===== src/rtl/backpressure_flow_scheduler_top_defines.svh =====
// assertion macros used by the scheduler sequencer
`ifndef BACKPRESSURE_FLOW_SCHEDULER_TOP_DEFINES_SVH
`define BACKPRESSURE_FLOW_SCHEDULER_TOP_DEFINES_SVH

// same-cycle implication, sampled on clock, off during reset
`define BFS_ASSERT_NOW(name, ante, cons) \
   name: assert property (@(posedge clock) disable iff (reset) (ante) |-> (cons)) \
      else $error("bfs: assertion failed");

// next-cycle implication, sampled on clock, off during reset
`define BFS_ASSERT_NEXT(name, ante, cons) \
   name: assert property (@(posedge clock) disable iff (reset) (ante) |=> (cons)) \
      else $error("bfs: assertion failed");

`endif


===== src/rtl/bfs_pkg.sv =====
// types, constants and codes of the backpressure flow scheduler
package bfs_pkg;

   // sizing
   localparam int MAX_FLOWS         = 16;
   localparam int QUEUE_LENGTH_BITS = 12;
   localparam int IDX_BITS          = $clog2(MAX_FLOWS);
   localparam int CNT_BITS          = $clog2(MAX_FLOWS + 1);
   localparam int LEN_BITS          = QUEUE_LENGTH_BITS;
   localparam int BP_BITS           = LEN_BITS + 1;
   localparam int DIFF_BITS         = BP_BITS + 1;

   // fixed port field widths
   localparam int KIND_BITS      = 2;
   localparam int FLOW_BITS      = 4;
   localparam int FIELD_LEN_BITS = 12;
   localparam int OUT_BP_BITS    = 13;
   localparam int ACTIVE_BITS    = 5;
   localparam int DEST_BITS      = 12;
   localparam int SEED_BITS      = 16;
   localparam int CSR_INDEX_BITS = 2;
   localparam int CSR_DATA_BITS  = 16;

   localparam logic [SEED_BITS-1:0] LFSR_TAPS  = 16'hB400;
   localparam logic [SEED_BITS-1:0] SEED_RESET = 16'd1;
   localparam logic [DEST_BITS-1:0] DEST_RESET = 12'd100;
   localparam int                   BP_SAT     = 4095;

   // register indexes of the configuration port
   localparam logic [CSR_INDEX_BITS-1:0] CSR_ACTIVE_FLOWS = 2'd0;
   localparam logic [CSR_INDEX_BITS-1:0] CSR_DEST_LENGTH  = 2'd1;
   localparam logic [CSR_INDEX_BITS-1:0] CSR_TIE_SEED     = 2'd2;

   typedef enum logic [KIND_BITS-1:0] {
      KIND_PUSH     = 2'd0,
      KIND_NEIGHBOR = 2'd1,
      KIND_LOCAL    = 2'd2,
      KIND_SCHEDULE = 2'd3
   } kind_type;

   typedef enum logic [1:0] {
      S_IDLE,
      S_UPDATE,
      S_WALK,
      S_DONE
   } state_type;

   typedef struct packed {
      logic [LEN_BITS-1:0] loc_len;
      logic [LEN_BITS-1:0] nbr_len;
      logic [BP_BITS-1:0]  bp;
   } entry_type;

   typedef struct packed {
      logic [DIFF_BITS-1:0] value;
      logic                 gt;
      logic                 eq;
   } diff_type;

   typedef struct packed {
      logic               grant_valid;
      logic [IDX_BITS-1:0] flow;
      logic [BP_BITS-1:0]  bp;
   } result_type;

   typedef struct packed {
      logic res_valid;
      logic tie_step;
   } seq_status_type;

endpackage


===== src/rtl/backpressure_flow_scheduler_top.sv =====
// top level of the backpressure flow scheduler
//
// usage:
//   req_* channel (valid/ready) carries one item: push, neighbor report, local length
//   update or schedule request. every item yields exactly one rsp_* item; only a
//   schedule request can carry rsp_grant_valid = 1, others return all zero.
//   csr_* channel writes active_flows (0), destination_neighbor_length (1) and
//   tie_seed (2); csr_ready is always high, a write to index 3 is dropped, and a
//   tie_seed write reloads the tie-break lfsr at once. write only while idle.
// operation:
//   push, report: the entry is rewritten in the update state with backpressure
//   from the shared subtractor; a local update keeps the old backpressure.
//   schedule: one table entry per cycle through the same subtractor, acting as a
//   comparator, over min(active_flows, 16) entries, then on to the output register.
//   req_ready is low while an item is being worked on.
// reset: tables clear to zero, registers return to 0 / 100 / 1, lfsr loads 1.
// stall: a result waits in the output register; the next item is accepted and
//   worked, then waits in the sequencer until the output register frees up.
module backpressure_flow_scheduler_top (
   input  logic                               clock,
   input  logic                               reset,
   // item input
   input  logic                               req_valid,
   output logic                               req_ready,
   input  logic [bfs_pkg::KIND_BITS-1:0]      req_kind,
   input  logic [bfs_pkg::FLOW_BITS-1:0]      req_flow_index,
   input  logic [bfs_pkg::FIELD_LEN_BITS-1:0] req_local_queue_length,
   input  logic [bfs_pkg::FIELD_LEN_BITS-1:0] req_neighbor_queue_length,
   input  logic                               req_next_hop_is_destination,
   // result output
   output logic                               rsp_valid,
   input  logic                               rsp_ready,
   output logic                               rsp_grant_valid,
   output logic [bfs_pkg::FLOW_BITS-1:0]      rsp_granted_flow,
   output logic signed [bfs_pkg::OUT_BP_BITS-1:0] rsp_granted_backpressure,
   // configuration writes
   input  logic                               csr_valid,
   output logic                               csr_ready,
   input  logic [bfs_pkg::CSR_INDEX_BITS-1:0] csr_index,
   input  logic [bfs_pkg::CSR_DATA_BITS-1:0]  csr_data
);
   import bfs_pkg::*;

   // configuration registers
   logic [ACTIVE_BITS-1:0] active_ff, active_in;
   logic [DEST_BITS-1:0]   dest_ff, dest_in;
   logic [SEED_BITS-1:0]   lfsr_ff, lfsr_in;
   logic [SEED_BITS-1:0]   lfsr_next;

   // output register
   logic                   rsp_valid_ff, rsp_valid_in;
   logic                   grant_ff, grant_in;
   logic [FLOW_BITS-1:0]   flow_ff, flow_in;
   logic [OUT_BP_BITS-1:0] bp_ff, bp_in;

   logic                   csr_write;
   logic                   res_taken;
   logic [OUT_BP_BITS-1:0] bp_sat;

   logic                   tbl_wr_en;
   logic [IDX_BITS-1:0]    tbl_wr_idx;
   entry_type              tbl_wr_entry;
   logic [IDX_BITS-1:0]    tbl_rd_idx;
   entry_type              tbl_rd_entry;
   logic [DIFF_BITS-1:0]   diff_a;
   logic [DIFF_BITS-1:0]   diff_b;
   diff_type               diff_res;
   seq_status_type         status;
   result_type             result;

   assign csr_ready = 1'b1;
   assign csr_write = csr_valid && csr_ready;

   // galois lfsr, right shift; the drawn tie bit is bit 0 of the advanced value
   assign lfsr_next = {1'b0, lfsr_ff[SEED_BITS-1:1]} ^ (lfsr_ff[0] ? LFSR_TAPS : '0);

   always_comb begin
      active_in = active_ff;
      dest_in   = dest_ff;
      lfsr_in   = status.tie_step ? lfsr_next : lfsr_ff;
      if (csr_write) begin
         case (csr_index)
            CSR_ACTIVE_FLOWS: active_in = csr_data[ACTIVE_BITS-1:0];
            CSR_DEST_LENGTH:  dest_in   = csr_data[DEST_BITS-1:0];
            CSR_TIE_SEED:     lfsr_in   = csr_data[SEED_BITS-1:0];
            default:          active_in = active_ff;
         endcase
      end
   end

   // saturate the granted backpressure to the output range
   always_comb begin
      if (int'($signed(result.bp)) > BP_SAT) begin
         bp_sat = OUT_BP_BITS'(BP_SAT);
      end else if (int'($signed(result.bp)) < -BP_SAT) begin
         bp_sat = OUT_BP_BITS'(-BP_SAT);
      end else begin
         bp_sat = OUT_BP_BITS'($signed(result.bp));
      end
   end

   // output register loads when empty or being drained
   assign res_taken = status.res_valid && (!rsp_valid_ff || rsp_ready);

   always_comb begin
      rsp_valid_in = rsp_valid_ff && !rsp_ready;
      grant_in     = grant_ff;
      flow_in      = flow_ff;
      bp_in        = bp_ff;
      if (res_taken) begin
         rsp_valid_in = 1'b1;
         grant_in     = result.grant_valid;
         flow_in      = FLOW_BITS'(result.flow);
         bp_in        = bp_sat;
      end
   end

   always_ff @(posedge clock) begin
      if (reset) begin
         active_ff    <= '0;
         dest_ff      <= DEST_RESET;
         lfsr_ff      <= SEED_RESET;
         rsp_valid_ff <= 1'b0;
      end else begin
         active_ff    <= active_in;
         dest_ff      <= dest_in;
         lfsr_ff      <= lfsr_in;
         rsp_valid_ff <= rsp_valid_in;
      end
   end

   always_ff @(posedge clock) begin
      grant_ff <= grant_in;
      flow_ff  <= flow_in;
      bp_ff    <= bp_in;
   end

   assign rsp_valid                = rsp_valid_ff;
   assign rsp_grant_valid          = grant_ff;
   assign rsp_granted_flow         = flow_ff;
   assign rsp_granted_backpressure = bp_ff;

   bfs_flow_table u_table (
      .clock    (clock),
      .reset    (reset),
      .wr_en    (tbl_wr_en),
      .wr_idx   (tbl_wr_idx),
      .wr_entry (tbl_wr_entry),
      .rd_idx   (tbl_rd_idx),
      .rd_entry (tbl_rd_entry)
   );

   // one subtractor serves both the backpressure recompute and the walk compare
   bfs_diff_unit u_diff (
      .op_a (diff_a),
      .op_b (diff_b),
      .res  (diff_res)
   );

   bfs_sequencer u_seq (
      .clock                       (clock),
      .reset                       (reset),
      .req_valid                   (req_valid),
      .req_ready                   (req_ready),
      .req_kind                    (req_kind),
      .req_flow_index              (req_flow_index),
      .req_local_queue_length      (req_local_queue_length),
      .req_neighbor_queue_length   (req_neighbor_queue_length),
      .req_next_hop_is_destination (req_next_hop_is_destination),
      .active_flows                (active_ff),
      .dest_length                 (dest_ff),
      .tbl_wr_en                   (tbl_wr_en),
      .tbl_wr_idx                  (tbl_wr_idx),
      .tbl_wr_entry                (tbl_wr_entry),
      .tbl_rd_idx                  (tbl_rd_idx),
      .tbl_rd_entry                (tbl_rd_entry),
      .diff_a                      (diff_a),
      .diff_b                      (diff_b),
      .diff_res                    (diff_res),
      .tie_bit                     (lfsr_next[0]),
      .res_taken                   (res_taken),
      .status                      (status),
      .result                      (result)
   );

endmodule


===== src/rtl/bfs_flow_table.sv =====
// per-flow table of local length, neighbor length and backpressure
module bfs_flow_table (
   input  logic                         clock,
   input  logic                         reset,
   input  logic                         wr_en,
   input  logic [bfs_pkg::IDX_BITS-1:0] wr_idx,
   input  bfs_pkg::entry_type           wr_entry,
   input  logic [bfs_pkg::IDX_BITS-1:0] rd_idx,
   output bfs_pkg::entry_type           rd_entry
);
   import bfs_pkg::*;

   entry_type entries_ff [MAX_FLOWS];

   always_ff @(posedge clock) begin
      if (reset) begin
         for (int i = 0; i < MAX_FLOWS; i++) begin
            entries_ff[i] <= '0;
         end
      end else if (wr_en) begin
         entries_ff[wr_idx] <= wr_entry;
      end
   end

   assign rd_entry = entries_ff[rd_idx];

endmodule


===== src/rtl/bfs_diff_unit.sv =====
// shared signed subtract and compare unit
module bfs_diff_unit (
   input  logic [bfs_pkg::DIFF_BITS-1:0] op_a,
   input  logic [bfs_pkg::DIFF_BITS-1:0] op_b,
   output bfs_pkg::diff_type             res
);
   import bfs_pkg::*;

   logic [DIFF_BITS-1:0] value;

   assign value     = op_a - op_b;
   assign res.value = value;
   assign res.eq    = (value == '0);
   // positive difference: sign clear and not zero
   assign res.gt    = !value[DIFF_BITS-1] && (value != '0);

endmodule


===== src/rtl/bfs_sequencer.sv =====
// sequencer for table updates and the schedule walk
`include "backpressure_flow_scheduler_top_defines.svh"

module bfs_sequencer (
   input  logic                               clock,
   input  logic                               reset,
   input  logic                               req_valid,
   output logic                               req_ready,
   input  logic [bfs_pkg::KIND_BITS-1:0]      req_kind,
   input  logic [bfs_pkg::FLOW_BITS-1:0]      req_flow_index,
   input  logic [bfs_pkg::FIELD_LEN_BITS-1:0] req_local_queue_length,
   input  logic [bfs_pkg::FIELD_LEN_BITS-1:0] req_neighbor_queue_length,
   input  logic                               req_next_hop_is_destination,
   input  logic [bfs_pkg::ACTIVE_BITS-1:0]    active_flows,
   input  logic [bfs_pkg::DEST_BITS-1:0]      dest_length,
   output logic                               tbl_wr_en,
   output logic [bfs_pkg::IDX_BITS-1:0]       tbl_wr_idx,
   output bfs_pkg::entry_type                 tbl_wr_entry,
   output logic [bfs_pkg::IDX_BITS-1:0]       tbl_rd_idx,
   input  bfs_pkg::entry_type                 tbl_rd_entry,
   output logic [bfs_pkg::DIFF_BITS-1:0]      diff_a,
   output logic [bfs_pkg::DIFF_BITS-1:0]      diff_b,
   input  bfs_pkg::diff_type                  diff_res,
   input  logic                               tie_bit,
   input  logic                               res_taken,
   output bfs_pkg::seq_status_type            status,
   output bfs_pkg::result_type                result
);
   import bfs_pkg::*;

   state_type            state_ff, state_in;
   kind_type             kind_ff, kind_in;
   logic [FLOW_BITS-1:0] flow_ff, flow_in;
   logic [LEN_BITS-1:0]  loc_ff, loc_in;
   logic [LEN_BITS-1:0]  nbr_ff, nbr_in;
   logic                 to_dest_ff, to_dest_in;
   logic [CNT_BITS-1:0]  idx_ff, idx_in;
   logic [CNT_BITS-1:0]  limit_ff, limit_in;
   logic                 best_valid_ff, best_valid_in;
   logic [IDX_BITS-1:0]  best_flow_ff, best_flow_in;
   logic [BP_BITS-1:0]   best_bp_ff, best_bp_in;

   logic                 accept;
   logic                 in_range;
   logic [CNT_BITS-1:0]  req_limit;
   logic [CNT_BITS-1:0]  idx_next;
   logic                 walk_last;
   logic                 occupied;
   logic [LEN_BITS-1:0]  new_loc;
   logic [LEN_BITS-1:0]  new_nbr;

   assign accept    = req_valid && req_ready;
   assign in_range  = int'(req_flow_index) < MAX_FLOWS;
   assign req_limit = (int'(active_flows) > MAX_FLOWS) ? CNT_BITS'(MAX_FLOWS)
                                                       : CNT_BITS'(active_flows);
   assign idx_next  = idx_ff + 1'b1;
   assign walk_last = (idx_next == limit_ff);
   assign occupied  = (tbl_rd_entry.loc_len != '0);

   // next state
   always_comb begin
      state_in = state_ff;
      case (state_ff)
         S_IDLE: begin
            if (accept) begin
               if (kind_type'(req_kind) == KIND_SCHEDULE) begin
                  state_in = (req_limit == '0) ? S_DONE : S_WALK;
               end else begin
                  state_in = in_range ? S_UPDATE : S_DONE;
               end
            end
         end
         S_UPDATE: state_in = S_DONE;
         S_WALK: begin
            if (walk_last) begin
               state_in = S_DONE;
            end
         end
         S_DONE: begin
            if (res_taken) begin
               state_in = S_IDLE;
            end
         end
         default: state_in = S_IDLE;
      endcase
   end

   // outputs
   always_comb begin
      req_ready        = 1'b0;
      status.res_valid = 1'b0;
      status.tie_step  = 1'b0;
      tbl_wr_en        = 1'b0;
      tbl_rd_idx       = IDX_BITS'(flow_ff);
      case (state_ff)
         S_IDLE:   req_ready = 1'b1;
         S_UPDATE: tbl_wr_en = 1'b1;
         S_WALK: begin
            tbl_rd_idx      = idx_ff[IDX_BITS-1:0];
            status.tie_step = occupied && best_valid_ff && !diff_res.gt && diff_res.eq;
         end
         S_DONE:   status.res_valid = 1'b1;
         default: begin
            req_ready = 1'b0;
         end
      endcase
   end

   // update entry: new lengths, backpressure from the shared unit (kept for a local update)
   always_comb begin
      new_loc = (kind_ff == KIND_NEIGHBOR) ? tbl_rd_entry.loc_len : loc_ff;
      case (kind_ff)
         KIND_PUSH:     new_nbr = to_dest_ff ? LEN_BITS'(dest_length) : tbl_rd_entry.nbr_len;
         KIND_NEIGHBOR: new_nbr = nbr_ff;
         default:       new_nbr = tbl_rd_entry.nbr_len;
      endcase
      tbl_wr_idx           = IDX_BITS'(flow_ff);
      tbl_wr_entry.loc_len = new_loc;
      tbl_wr_entry.nbr_len = new_nbr;
      tbl_wr_entry.bp      = (kind_ff == KIND_LOCAL) ? tbl_rd_entry.bp
                                                     : diff_res.value[BP_BITS-1:0];
   end

   // shared unit operands: recompute during update, compare during walk
   always_comb begin
      if (state_ff == S_WALK) begin
         diff_a = {tbl_rd_entry.bp[BP_BITS-1], tbl_rd_entry.bp};
         diff_b = {best_bp_ff[BP_BITS-1], best_bp_ff};
      end else begin
         diff_a = {2'b00, new_loc};
         diff_b = {2'b00, new_nbr};
      end
   end

   // datapath
   always_comb begin
      kind_in       = kind_ff;
      flow_in       = flow_ff;
      loc_in        = loc_ff;
      nbr_in        = nbr_ff;
      to_dest_in    = to_dest_ff;
      idx_in        = idx_ff;
      limit_in      = limit_ff;
      best_valid_in = best_valid_ff;
      best_flow_in  = best_flow_ff;
      best_bp_in    = best_bp_ff;
      if (accept) begin
         kind_in       = kind_type'(req_kind);
         flow_in       = req_flow_index;
         loc_in        = LEN_BITS'(req_local_queue_length);
         nbr_in        = LEN_BITS'(req_neighbor_queue_length);
         to_dest_in    = req_next_hop_is_destination;
         idx_in        = '0;
         limit_in      = req_limit;
         best_valid_in = 1'b0;
         best_flow_in  = '0;
         best_bp_in    = '0;
      end else if (state_ff == S_WALK) begin
         idx_in = idx_next;
         if (occupied) begin
            if (!best_valid_ff || diff_res.gt) begin
               best_valid_in = 1'b1;
               best_flow_in  = idx_ff[IDX_BITS-1:0];
               best_bp_in    = tbl_rd_entry.bp;
            end else if (diff_res.eq && tie_bit) begin
               best_flow_in = idx_ff[IDX_BITS-1:0];
            end
         end
      end
   end

   always_ff @(posedge clock) begin
      if (reset) begin
         state_ff      <= S_IDLE;
         best_valid_ff <= 1'b0;
      end else begin
         state_ff      <= state_in;
         best_valid_ff <= best_valid_in;
      end
   end

   always_ff @(posedge clock) begin
      kind_ff      <= kind_in;
      flow_ff      <= flow_in;
      loc_ff       <= loc_in;
      nbr_ff       <= nbr_in;
      to_dest_ff   <= to_dest_in;
      idx_ff       <= idx_in;
      limit_ff     <= limit_in;
      best_flow_ff <= best_flow_in;
      best_bp_ff   <= best_bp_in;
   end

   assign result.grant_valid = best_valid_ff;
   assign result.flow        = best_flow_ff;
   assign result.bp          = best_bp_ff;

   `BFS_ASSERT_NOW(walk_idx_below_limit, state_ff == S_WALK, idx_ff < limit_ff)
   `BFS_ASSERT_NOW(update_flow_in_range, state_ff == S_UPDATE, int'(flow_ff) < MAX_FLOWS)
   `BFS_ASSERT_NOW(tie_only_after_grant, status.tie_step, best_valid_ff && occupied)
   `BFS_ASSERT_NEXT(result_held_until_taken, state_ff == S_DONE && !res_taken,
                    state_ff == S_DONE && $stable(best_flow_ff) && $stable(best_bp_ff))

endmodule

===== config.mk =====
export PLATFORM = sky130hd
export DESIGN_NAME = backpressure_flow_scheduler_top
export DESIGN_NICKNAME = d
export VERILOG_FILES = /design/src/rtl/bfs_pkg.sv /design/src/rtl/backpressure_flow_scheduler_top.sv /design/src/rtl/bfs_flow_table.sv /design/src/rtl/bfs_diff_unit.sv /design/src/rtl/bfs_sequencer.sv
export VERILOG_INCLUDE_DIRS = /design/src /design/src/rtl
export SDC_FILE = /design/constraint.sdc
export NUM_CORES = 1
export LEC_CHECK = 0
export BUFFER_PORTS_ARGS = -buffer_cell sky130_fd_sc_hd__clkbuf_2
export CORE_MARGIN = 2
export CORE_UTILIZATION = 30
export CTS_CLUSTER_SIZE = 40
export DETAILED_ROUTE_END_ITERATION = 8
export PLACE_DENSITY = 0.53
export SLEW_MARGIN = 25
export SYNTH_ARGS = -nofsm -noshare
export SYNTH_HDL_FRONTEND = slang
export SYNTH_HIERARCHICAL = 1
export SYNTH_SLANG_ARGS = --single-unit

===== constraint.sdc =====
create_clock -name clock -period 9.92 [get_ports clock]
set_input_delay 2.976 -clock clock [delete_from_list [all_inputs] [get_ports clock]]
set_output_delay 2.976 -clock clock [all_outputs]
set_load 0.005 [all_outputs]

# Yosys cells after proc, flatten, opt, wreduce, memory -nomap -nowiden
# Memory sizes are Yosys's and may differ from the RTL's.
# Index checks and enable logic that the tools add are counted.
classes:
  n_div: 0
  magnitude_cmp: 3
  n_bitwise: 1
  n_eq_ne: 12
  shifts: 0
  mul: 0
  reduce_logical: 31
  muxes: 34
  n_addsub: 2
op_table:
  columns: ["operator", "n"]
  rows:
  - ["16-bit two-way mux", 4]
  - ["37-bit two-way mux", 1]
  - ["37-bit OR reduction", 1]
  - ["14-bit two-way mux", 2]
  - ["13-bit two-way mux", 2]
  - ["12-bit two-way mux", 2]
  - ["12-bit case mux with 2 select lines", 1]
  - ["4-bit two-way mux", 4]
  - ["15-bit by 16-bit XOR with 16-bit output", 1]
  - ["14-bit zero test", 1]
  - ["14-bit nonzero test", 1]
  - ["14-bit subtractor", 1]
  - ["13-bit greater-than comparator (second input constant)", 1]
  - ["13-bit less-than comparator (second input constant)", 1]
  - ["1-bit two-way mux", 12]
  - ["12-bit nonzero test", 1]
  - ["2-bit equality test (second input constant)", 5]
  - ["3-bit AND reduction", 3]
  - ["1-bit logical AND", 8]
  - ["2-bit two-way mux", 4]
  - ["2-bit case mux with 4 select lines", 1]
  - ["2-bit by 1-bit equality test with 1-bit output (second input constant)", 3]
  - ["2-bit zero test", 3]
  - ["5-bit by 1-bit adder with 5-bit output (second input constant)", 1]
  - ["other kinds (11)", 19]
totals:
  mem_bits_ro: 0
  ff_bits: 113
  output_inout_bits: 21
  word_cells: 103
  memories: 1
  latchBits: 0
  inputBits: 54
  ramBits: 592
memory_table:
  columns: ["name", "words", "word_bits", "read_ports", "rd_clocked_by_memory_dff", "write_ports", "line", "text"]
  rows:
  - ["u_table.entries_ff", 16, 37, 1, 0, 16, "bfs_flow_table.sv:13", "entry_type entries_ff [MAX_FLOWS];"]

# Depth between registers and ports, before layout
# Gate-level depths: netlist (run 1).
# An unclocked memory read counts as a cell.
logic_depth:
  depth_word: 16
  mapped_depth: 29
  depth_no_buf: 24

# Hierarchy
# The synthesis (run 1) kept the hierarchy.
by_module_without_submodules:
  columns: ["module", "seq_area_each_um2", "n_inst", "area_each_um2", "cells_per_inst"]
  rows:
  - ["bfs_flow_table", 17777.0, 1, 26496.7, 1637]
  - ["bfs_sequencer", 1581.5, 1, 3269.4, 277]
  - ["backpressure_flow_scheduler_top", 1221.2, 1, 2087.0, 195]
  - ["bfs_diff_unit", 0.0, 1, 779.5, 110]

# Worst setup path before layout (run 1)
# Ideal clock, no wire load.
synth_path:
  kind: "reg2reg"
  from: "reg u_seq.state_ff[0]"
  to: "reg lfsr_ff[10]"
  path_slack_ps: 3793
  path_buffers: 5
  t_required_ps: 9850
  period_less_slack_ps: 6127
  arrival_ps: 6056
  stages_incl_launch_ff: 29
  setup_time_ps: 70
  cell_sequence: "dfxtp_1 -> inv_1 -> ha_1 -> buf_1 -> mux2_2 -> clkbuf_1 -> buf_6 -> buf_4 -> mux4_2 -> a22oi_1 -> nand2_1 -> mux2_2 -> mux2_2 -> inv_1 -> ha_1 -> inv_1 -> fa_1 -> a21o_1 -> a221oi_4 -> xnor2_1 -> or4_1 -> nor4_2 -> a31oi_1 -> nor2b_1 -> and3_1 -> buf_2 -> nor2_1 -> a211o_1 -> a21oi_1"
synth_rtl:
  columns: ["item", "line", "text"]
  rows:
  - ["start: declaration", "bfs_sequencer.sv:31", "state_type state_ff, state_in;"]
  - ["start signal: assignment", "bfs_sequencer.sv:177", "state_ff <= state_in;"]
  - ["end signal: assignment", "backpressure_flow_scheduler_top.sv:127", "lfsr_ff <= lfsr_in;"]
  - ["end: declaration", "backpressure_flow_scheduler_top.sv:47", "logic [SEED_BITS-1:0] lfsr_ff, lfsr_in;"]

==> results of run 1 <==
flip-flops by register name, summed over array words and instances (netlist names), 2 cells and up:
name                      count
u_table/entries_ff          592
lfsr_ff                      16
rsp_granted_backpressure     13
u_seq/best_bp_ff             13
dest_ff                      12
u_seq/loc_ff                 12
u_seq/nbr_ff                 12
active_ff                     5
u_seq/idx_ff                  5
u_seq/limit_ff                5
rsp_granted_flow              4
u_seq/best_flow_ff            4
u_seq/tbl_wr_idx              4
u_seq/kind_ff                 2
u_seq/state_ff                2
worst paths after layout:
| kind | endpoint | startpoint | cells past startpoint | slack (ns) |
|---|---|---|---|---|
| worst max register to register | lfsr_ff[12]$_SDFF_PP0_ | u_seq/state_ff[0]$_SDFFE_PP0P_ | 22 | 2.35 |
| worst min register to register | rsp_granted_flow[1]$_DFFE_PP_ | u_seq/best_flow_ff[1]$_SDFFE_PP0P_ | 0 | 0.43 |
| worst max-delay path | lfsr_ff[12]$_SDFF_PP0_ | u_seq/state_ff[0]$_SDFFE_PP0P_ | 22 | 2.35 |
| worst min-delay path | rsp_granted_flow[1]$_DFFE_PP_ | u_seq/best_flow_ff[1]$_SDFFE_PP0P_ | 0 | 0.43 |
metrics by stage:
step                utilization  instance area, um^2  hold slack (ns)  worst slack [ns]  total power, mW
detailed placement        0.321                34500            0.420              2.04             7.11
global placement          0.321                34500            0.416              2.06             7.04
finish                    0.344                37000            0.431              2.35             9.93
global route              0.344                37000            0.454              1.87             10.4
CTS                       0.344                37000            0.432              2.00             9.98
floorplan                     -                32600            0.408              3.79             6.02
worst max-delay path, stage by stage (launching register included):
cell and delay (ns):
dfxtp_1 0.33, inv_1 0.10, ha_1 0.54, mux2_8 0.86, buf_4 0.42, mux4_2 0.53, a22oi_1 0.20, nand2_1 0.14
mux2_2 0.42, mux2_2 0.30, ha_1 0.37, a21o_1 0.23, a31oi_1 0.17, o21ai_1 0.20, xor2_1 0.20, or4_1 0.61
nor4_2 0.33, a31oi_1 0.14, nor2b_1 0.20, and3_2 0.57, nor2_1 0.10, a211o_1 0.28, a21oi_1 0.15
area by class of cell:
class | instances | share of cell area
sequential | 705 | 0.556
multi-input combinational | 1304 | 0.305
clock buffer | 113 | 0.0605
tap | 1403 | 0.0474
timing repair buffer | 125 | 0.0208
clock inverter | 31 | 0.00764
inverter | 26 | 0.00264
antenna | 2 | 0.000135
logic make-up (layout without fill, tap and decap cells):
logic type / Yosys count / after routing / share of synthesized area
buf+inv: 210 / 295 / 0.0302
flops: 705 / 705 / 0.631
compound gates: 177 / 177 / 0.0391
fa+ha+maj: 20 / 20 / 0.00790
simple gates: 848 / 848 / 0.155
xor+xnor: 24 / 24 / 0.00644
mux: 234 / 234 / 0.131
other cells: 1 / 3 / 0.000115
metal layers:
layer	up-vias	global-route usage	share of wire
li1	8196	-	-
met1	9853	0.213	0.40
met2	714	0.304	0.51
met3	166	0.0224	0.064
met4	2	0.0572	0.028
met5	-	0	0.00014
power groups by stage:
stage          sequential, mW  combinational (mW)  clock [mW]
5_1_grt                  3.61                3.74        3.04
3_3_place_gp             3.65                3.39           0
4_1_cts                  3.60                3.46        2.92
6_report                 3.60                3.46        2.87
2_1_floorplan            3.60                2.42           0
3_5_place_dp             3.66                3.45           0
layout by cell type (no fill, tap or decap), types with 51 or more instances in the layout:
cell type and n:
dfxtp_1 59, clkbuf_16 84, edfxtp_1 646, and2_1 595
mux2_2 52, mux4_2 148, nand2_1 91, clkbuf_2 73
a22oi_1 87, buf_4 51
==> reports/qor.csv, run 1 <==
stage,metric,value,unit
yosys,most common library cells after synthesis,"646 x edfxtp_1, 597 x and2_1, 148 x mux4_2",
clock_tree,post-CTS sizing,0,
pwr,Pwr Density,268,nW/um^2
cells_and_area,synth-to-layout area growth,13.4,%
timing,final setup vio count,0,
setup_path,CP max FO,67,
grt,largest net degree at the start of global routing,81,
yosys,"area leader, netlist",edfxtp_1,
yosys,ys flop type,edfxtp_1,
cells_and_area,fill count,10300,
yosys,syn avg cell area,14.7,um^2
die,Starting Density,0.304,
clock_tree,CTS tree,done,
pwr,Clock power frac,0.289,
timing,Final Hold Fails,0,
yosys,Synth Net Count,2293,
yosys,top cell type's share of synthesized area,0.594,
routing,DR pass1 iterations,5,
pwr,Comb pwr share,0.349,
pwr,Sw Share,0.353,
routing,First DRT Iteration DRCs,1914,
clock_tree,Clock Tree Root,clkbuf_16,
routing,Via density,5.10,
die,die area,111000,um^2
timing,Tcrit/Tclk final,0.763,
yosys,most frequent cell after synthesis,edfxtp_1,
grt,GRT Residual Overflow,0,
routing,antenna-violating nets left,0,
timing,worst slew pin tran,1.01,ns
pwr,Static Leak,13.2,nW
cells_and_area,final cell count without fillers,3709,
cells_and_area,Nets,2315,
flow_run,max-cap violations,0,
die,Die Y,334,um
yosys,number of flops mapped to enable cells by yosys,646,
clock_tree,Clock Latency Late Sink,0.64,ns
timing,Final min period,7.57,ns
yosys,Yosys cell types,67,
yosys,sequential-to-total area share from yosys stat,0.631,
yosys,synth warn,6,
clock_tree,CTS max path bufs,3,
clock_tree,# H-tree levels,3,
placement,Placer Congestion,0.854,
yosys,Area contributors post-synth,"edfxtp_1 59%, and2_1 11%, mux4_2 10%",
timing,Worst Skew,0.0319,ns
die,Core Footprint,108000,um^2
routing,drt wl/cell,25.9,um
yosys,synthesized area,32600,um^2
yosys,"FF+latch count, synth",705,
pwr,cell internal pwr,6.42,mW
clock_tree,Post-CTS Setup Bufs,0,
setup_path,Crit Path Category,flop to flop,
setup_path,Critical Path End Type,flop,
setup_path,CP arrival,8.11,ns
routing,via count,18900,
grt,vias in the first global route,19800,
placement,IO Port Bufs,73,
cells_and_area,layout cells sized above 1,0.212,
die,I/O pin count,75,
grt,GRT Total Usage,0.171,
yosys,Post-Synthesis Cells,2219,
clock_tree,clock slew at reported path FFs,0.05,ns
yosys,asr flop ratio synth,0,
setup_path,data required time of the worst path,10.46,ns
timing,Pins Over Slew Limit,0,
outcome,status,completed,
timing,Sum Neg Setup Slack,0,ns
clock_tree,CTS Buf Count,79,
die,Die X-Extent,334,um
routing,WL final,96.1,mm
timing,slew margin rel.,0.328,
routing,DRC,0,
cells_and_area,FF+latch area,20600,um^2
placement,Placed Instances,3563,
die,number of core rows,120,
timing,Max Clock Freq,132,MHz
setup_path,Critical Path Start Type,flop,
grt,initial antenna violation count,10,
pwr,Seq pwr share,0.362,
min_path,Hold Path Class,flop to flop,
placement,Final HPWL DP,50.6,mm
cells_and_area,area of the multi-input gates,11300,um^2
pwr,Psw,3.50,mW
grt,first-pass GRT wire length,138,mm
timing,RSZ-0062 raised after global routing,false,
clock_tree,CTS Hold Bufs,0,
clock_tree,# clock sinks,705,
pwr,VDD IR-drop max,0.160,mV
Power figures use the tool's default switching activity.
==> run 2: changes to the inputs <==
--- a/config.mk
+++ b/config.mk
@@ -11,7 +11,7 @@
 export CORE_UTILIZATION = 30
 export CTS_CLUSTER_SIZE = 40
 export DETAILED_ROUTE_END_ITERATION = 8
-export PLACE_DENSITY = 0.53
+export PLACE_DENSITY = 0.55
 export SLEW_MARGIN = 25
 export SYNTH_ARGS = -nofsm -noshare
 export SYNTH_HDL_FRONTEND = slang
==> constraint.sdc (replaced) <==
create_clock -name clock -period 6.37 [get_ports clock]
set_input_delay 1.911 -clock clock [delete_from_list [all_inputs] [get_ports clock]]
set_output_delay 1.911 -clock clock [all_outputs]
set_load 0.005 [all_outputs]
==> run 2 against run 1 <==
Compared with the run above:
- die area unchanged
- count of clock-buffer cells in the layout increased by 1
- sequential share of layout area is 1.3 points lower
- highest routed layer is now met4
- non-clock buffer count increased by 64
- global-route usage increased by 0.29 points
- largest power group is now combinational cells
- final cell count grew 1.8%
==> reports/qor.csv, run 2 (synthesis gave the netlist of run 1 again) <==
stage,metric,value,unit
routing,wire length on met2,49.2,mm
min_path,Hold Path Class,flop to flop,
timing,Pins Over Slew Limit,0,
die,Core Footprint,108000,um^2
setup_path,Crit Path Category,flop to flop,
setup_path,CP max FO,20,
placement,placed inst area,35100,um^2
timing,Final Hold Fails,0,
clock_tree,clock slew at reported path FFs,0.05,ns
grt,GRT Total Usage,0.173,
cells_and_area,"leading cell type in the layout, fill and taps excluded",edfxtp_1,
cells_and_area,Nets,2380,
timing,final worst slack,0.349,ns
die,number of core rows,120,
placement,IO Port Bufs,73,
pwr,VDD IR-drop max,0.326,mV
grt,vias in the first global route,20100,
pwr,total power,16.1,mW
routing,via count,19400,
grt,first-pass GRT wire length,141,mm
routing,Via density,5.13,
cells_and_area,Top reg by flops,u_table/entries_ff,
clock_tree,CTS Buf Count,80,
routing,DR pass1 iterations,5,
pwr,Pwr Density,424,nW/um^2
clock_tree,CTS Hold Bufs,0,
routing,First DRT Iteration DRCs,2149,
timing,Worst Skew,0.0272,ns
cells_and_area,area of the multi-input gates,11300,um^2
timing,final setup vio count,0,
cells_and_area,fill count,10200,
cells_and_area,Finished Cell Area,37900,um^2
cells_and_area,antenna cells,0,
cells_and_area,FF+latch area,20600,um^2
setup_path,CP max stage cell,or4_4,
routing,Met3 Wirelength,7.82,mm
cells_and_area,max FFs per register,592,
die,Starting Density,0.304,
cells_and_area,biggest registers after layout,"u_table/entries_ff x592, lfsr_ff x16",
timing,worst slew pin tran,0.926,ns
timing,Max Clock Freq,166,MHz
grt,initial antenna violation count,7,
clock_tree,CTS max path bufs,3,
flow_run,max-cap violations,0,
die,die area,111000,um^2
pwr,Static Leak,13.7,nW
setup_path,Critical Path End Type,flop,
die,Die Y,334,um
clock_tree,# clock sinks,705,
clock_tree,# H-tree levels,3,
routing,wl on met1,38.9,mm
routing,drt wl/cell,26.2,um
setup_path,Worst Setup SP,u_seq/state_ff[0]$_SDFFE_PP0P_,
grt,largest net degree at the start of global routing,60,
routing,antenna-violating nets left,0,
timing,Final min period,6.02,ns
routing,max layer used,met4,
setup_path,Critical Path Start Type,flop,
timing,slew margin rel.,0.382,
placement,Final HPWL DP,56.3,mm
routing,WL final,99.0,mm
cells_and_area,synth-to-layout area growth,16.2,%
setup_path,critical path's most frequent cell,inv_1,
timing,Fin Hold WS,0.438,ns
cells_and_area,layout cells sized above 1,0.237,
die,I/O pin count,75,
setup_path,CP bufs+invs,5,
setup_path,CP arrival,6.56,ns
min_path,HP Start,u_seq/best_flow_ff[1]$_SDFFE_PP0P_,
grt,GRT Residual Overflow,0,
setup_path,"slowest stage delay, CP",0.60,ns
timing,Sum Neg Setup Slack,0,ns
clock_tree,Clock Latency Late Sink,0.63,ns
setup_path,worst reg2reg path startpoint,u_seq/state_ff[0]$_SDFFE_PP0P_,
clock_tree,CTS tree,done,
die,Die X-Extent,334,um
setup_path,Top delay family on crit path,simple AND/OR/NAND/NOR gates,
routing,DRC,0,
timing,Tcrit/Tclk final,0.945,
placement,worst setup slack after placement,0.108,ns
setup_path,data required time of the worst path,6.91,ns
placement,Placer Congestion,0.847,
clock_tree,Clock Tree Root,clkbuf_16,
outcome,status,completed,
cells_and_area,most frequent cells in the layout,"646 x edfxtp_1, 595 x and2_1, 148 x mux4_2, 91 x nand2_1, 89 x clkbuf_16",
## run 2: cell count changes in the layout (fill, tap and decap cells not counted), sizes merged
cell / change
buf: +59
clkbuf: +6
diode: -2
inv: +2
clkinv: +1
## run 2: stage by stage
step	util	instances
floorplan	-	2219
detailed placement	0.326	3617
global placement	0.326	3617
finish	0.353	3775
global route	0.353	3775
CTS	0.350	3765
## run 2: repair_timing
item / 4_1_cts / 5_1_grt
setup buffers: 0 / 5
gates resized for setup: 0 / 16
setup endpoints to repair: 0 / 32
## run 2: power by group
part | switching [mW] | internal [mW] | total [mW]
registers | 0.191 | 5.41 | 5.61
logic | 3.67 | 2.27 | 5.94
clock network | 1.85 | 2.68 | 4.53
## run 2: area by class of cell
class                           instances  area share
Inverter                               26     0.00257
Multi-Input combinational cell       1304       0.297
Sequential cell                       705       0.543
Clock buffer                          114      0.0597
Tap cell                             1403      0.0463
Timing Repair Buffer                  189      0.0433
Clock inverter                         34     0.00818
## run 2: worst register-to-register path: stages (launching register included)
cell and delay (ns):
dfxtp_1 0.32, inv_1 0.10, ha_2 0.24, buf_4 0.15
mux2_8 0.44, mux4_2 0.32, a22oi_1 0.21, nand2_1 0.15
mux2_4 0.36, mux2_2 0.29, inv_1 0.06, ha_1 0.17
inv_1 0.05, fa_1 0.42, a21o_1 0.25, a221oi_4 0.29
xnor2_1 0.13, or4_4 0.60, nor4_4 0.26, a31oi_1 0.13
nor2b_1 0.15, and3_1 0.22, buf_12 0.18, nor2_1 0.08
a211o_1 0.26, a21oi_1 0.13
## run 2: worst paths after layout
kind | to | cells after the start | slack (ns)
min | rsp_granted_flow[1]$_DFFE_PP_ | 0 | 0.44
min reg2reg | rsp_granted_flow[1]$_DFFE_PP_ | 0 | 0.44
max reg2reg | lfsr_ff[10]$_SDFF_PP0_ | 25 | 0.35
max | lfsr_ff[10]$_SDFF_PP0_ | 25 | 0.35
## run 2: per-layer routing
| metal | vias to the layer above | GRT usage |
|---|---|---|
| li1 | 8318 | - |
| met1 | 10000 | 0.221 |
| met2 | 861 | 0.301 |
| met3 | 177 | 0.0244 |
| met4 | 0 | 0.0615 |
| met5 | - | 0 |
==> run 3: changes to the inputs <==
--- a/config.mk
+++ b/config.mk
@@ -11,7 +11,7 @@
 export CORE_UTILIZATION = 30
 export CTS_CLUSTER_SIZE = 40
 export DETAILED_ROUTE_END_ITERATION = 8
-export PLACE_DENSITY = 0.55
+export PLACE_DENSITY = 0.53
 export SLEW_MARGIN = 25
 export SYNTH_ARGS = -nofsm -noshare
 export SYNTH_HDL_FRONTEND = slang
==> constraint.sdc (replaced) <==
create_clock -name clock -period 7.8 [get_ports clock]
set_input_delay 2.34 -clock clock [delete_from_list [all_inputs] [get_ports clock]]
set_output_delay 2.34 -clock clock [all_outputs]
set_load 0.005 [all_outputs]
==> run 3 against run 2 <==
Compared with the run above:
- utilization down 0.74 points
- die area unchanged
- worst setup slack gained 0.32 ns
- sequential power shrank 18%
- register-to-register slack better by 0.32 ns
- worst hold slack worse by 0.016 ns
- combinational power shrank 24%
- global-route usage up 0.24 points
- final cell count decreased by 1.5%
- maximum frequency shrank 16%
- non-clock buffer count is 55 lower
- wire length hardly changed
==> reports/qor.csv, run 3 (synthesis gave the netlist of run 1 again) <==
stage,metric,value,unit
cells_and_area,fill count,10300,
grt,vias in the first global route,20200,
die,Starting Density,0.304,
grt,met3 usage,0.0281,
cells_and_area,most frequent cells in the layout,"646 x edfxtp_1, 595 x and2_1, 148 x mux4_2, 91 x nand2_1, 87 x a22oi_1",
setup_path,Critical Path Start Type,flop,
die,I/O pin count,75,
timing,final setup vio count,0,
cells_and_area,final cell count without fillers,3718,
min_path,Worst Hold Depth,0,
cells_and_area,final core utilization,0.345,
clock_tree,CTS tree,done,
routing,WL final,99.0,mm
outcome,status,completed,
setup_path,Crit Path Category,flop to flop,
clock_tree,Clock Latency Late Sink,0.64,ns
setup_path,data required time of the worst path,8.34,ns
placement,Placer Congestion,0.774,
clock_tree,CTS Hold Bufs,0,
timing,slew margin rel.,0.313,
die,Die X-Extent,334,um
placement,Final HPWL DP,52.2,mm
setup_path,CP arrival,7.67,ns
timing,Final Hold Fails,0,
timing,RSZ-0062 raised after global routing,false,
clock_tree,CTS Buf Count,78,
grt,GRT busiest layer,met2,
clock_tree,clock slew at reported path FFs,0.05,ns
timing,Tcrit/Tclk final,0.914,
clock_tree,Post-CTS Setup Bufs,0,
routing,antenna-violating nets left,0,
routing,Via density,5.15,
routing,via count,19200,
cells_and_area,biggest registers after layout,"u_table/entries_ff x592, lfsr_ff x16",
clock_tree,# clock sinks,705,
timing,Fin Hold WS,0.422,ns
grt,GRT Residual Overflow,0,
placement,IO Port Bufs,73,
pwr,VDD IR-drop max,0.296,mV
routing,DR pass1 iterations,6,
clock_tree,# H-tree levels,3,
cells_and_area,Nets,2323,
clock_tree,post-CTS sizing,0,
setup_path,Critical Path End Type,flop,
placement,placed inst area,34600,um^2
cells_and_area,layout cells sized above 1,0.217,
die,die area,111000,um^2
timing,worst slew pin tran,1.03,ns
pwr,Pwr Density,344,nW/um^2
die,number of core rows,120,
grt,grt met1 use,0.215,
grt,first-pass GRT wire length,142,mm
pwr,total power,12.8,mW
routing,First DRT Iteration DRCs,2240,
min_path,Hold Path Class,flop to flop,
grt,GRT Total Usage,0.176,
cells_and_area,"leading cell type in the layout, fill and taps excluded",edfxtp_1,
timing,final worst slack,0.670,ns
placement,worst setup slack after placement,0.695,ns
cells_and_area,Finished Cell Area,37100,um^2
cells_and_area,synth-to-layout area growth,13.7,%
routing,DRC,0,
timing,Pins Over Slew Limit,0,
placement,Placed Instances,3572,
setup_path,worst reg-to-reg path cell count,22,
timing,Sum Neg Setup Slack,0,ns
grt,met2 Use GR,0.316,
clock_tree,Clock Tree Root,clkbuf_16,
timing,Worst Skew,0.0253,ns
grt,largest net degree at the start of global routing,57,
timing,Final min period,7.13,ns
grt,initial antenna violation count,5,
flow_run,max-cap violations,0,
cells_and_area,Top reg by flops,u_table/entries_ff,
timing,Max Clock Freq,140,MHz
die,Core Footprint,108000,um^2
pwr,Static Leak,13.3,nW
routing,drt wl/cell,26.6,um
die,Die Y,334,um
setup_path,CP max FO,43,
clock_tree,CTS max path bufs,3,
cells_and_area,max FFs per register,592,
run 3: layout make-up:
class                      instances  area [um^2]  area share
timing repair buffer             134          861      0.0232
sequential                       705        20600       0.554
inverter                          26         97.6     0.00263
clock buffer                     109         2170      0.0585
clock inverter                    36          364     0.00981
multi-input combinational       1304        11300       0.304
antenna                            1         2.50   0.0000674
tap                             1403         1760      0.0473
run 3: final timing paths:
kind	from	to	slack (ns)
max	u_seq/state_ff[0]$_SDFFE_PP0P_	lfsr_ff[12]$_SDFF_PP0_	0.67
min	u_seq/best_flow_ff[1]$_SDFFE_PP0P_	rsp_granted_flow[1]$_DFFE_PP_	0.42
max reg2reg	u_seq/state_ff[0]$_SDFFE_PP0P_	lfsr_ff[12]$_SDFF_PP0_	0.67
min reg2reg	u_seq/best_flow_ff[1]$_SDFFE_PP0P_	rsp_granted_flow[1]$_DFFE_PP_	0.42
run 3: metal layers:
metal  share of wire  vias to the layer above
li1                -                     8211
met1            0.40                    10000
met4           0.030                        0
met3           0.061                      193
met2            0.51                      709
met5               0                        -
run 3: power breakdown:
part / internal [mW] / switching (mW) / leakage, nW / total (mW)
registers: 4.42 / 0.154 / 7.11 / 4.58
logic: 1.62 / 2.89 / 4.97 / 4.51
clock network: 2.18 / 1.52 / 1.23 / 3.69
total: 8.22 / 4.56 / 13.3 / 12.8
run 3: critical path, cell delays in order (launching register included):
cell	delay [ns]
dfxtp_1	0.33
inv_1	0.10
ha_1	0.53
mux2_8	0.63
buf_12	0.28
mux4_2	0.52
a22oi_1	0.21
nand2_1	0.15
mux2_2	0.41
mux2_2	0.30
ha_1	0.44
and3_4	0.26
a221oi_4	0.32
xnor2_1	0.13
or4_1	0.59
nor4_2	0.30
a31oi_1	0.14
nor2b_1	0.21
and3_1	0.19
buf_4	0.30
nor2_1	0.09
a211o_1	0.27
a21oi_1	0.14
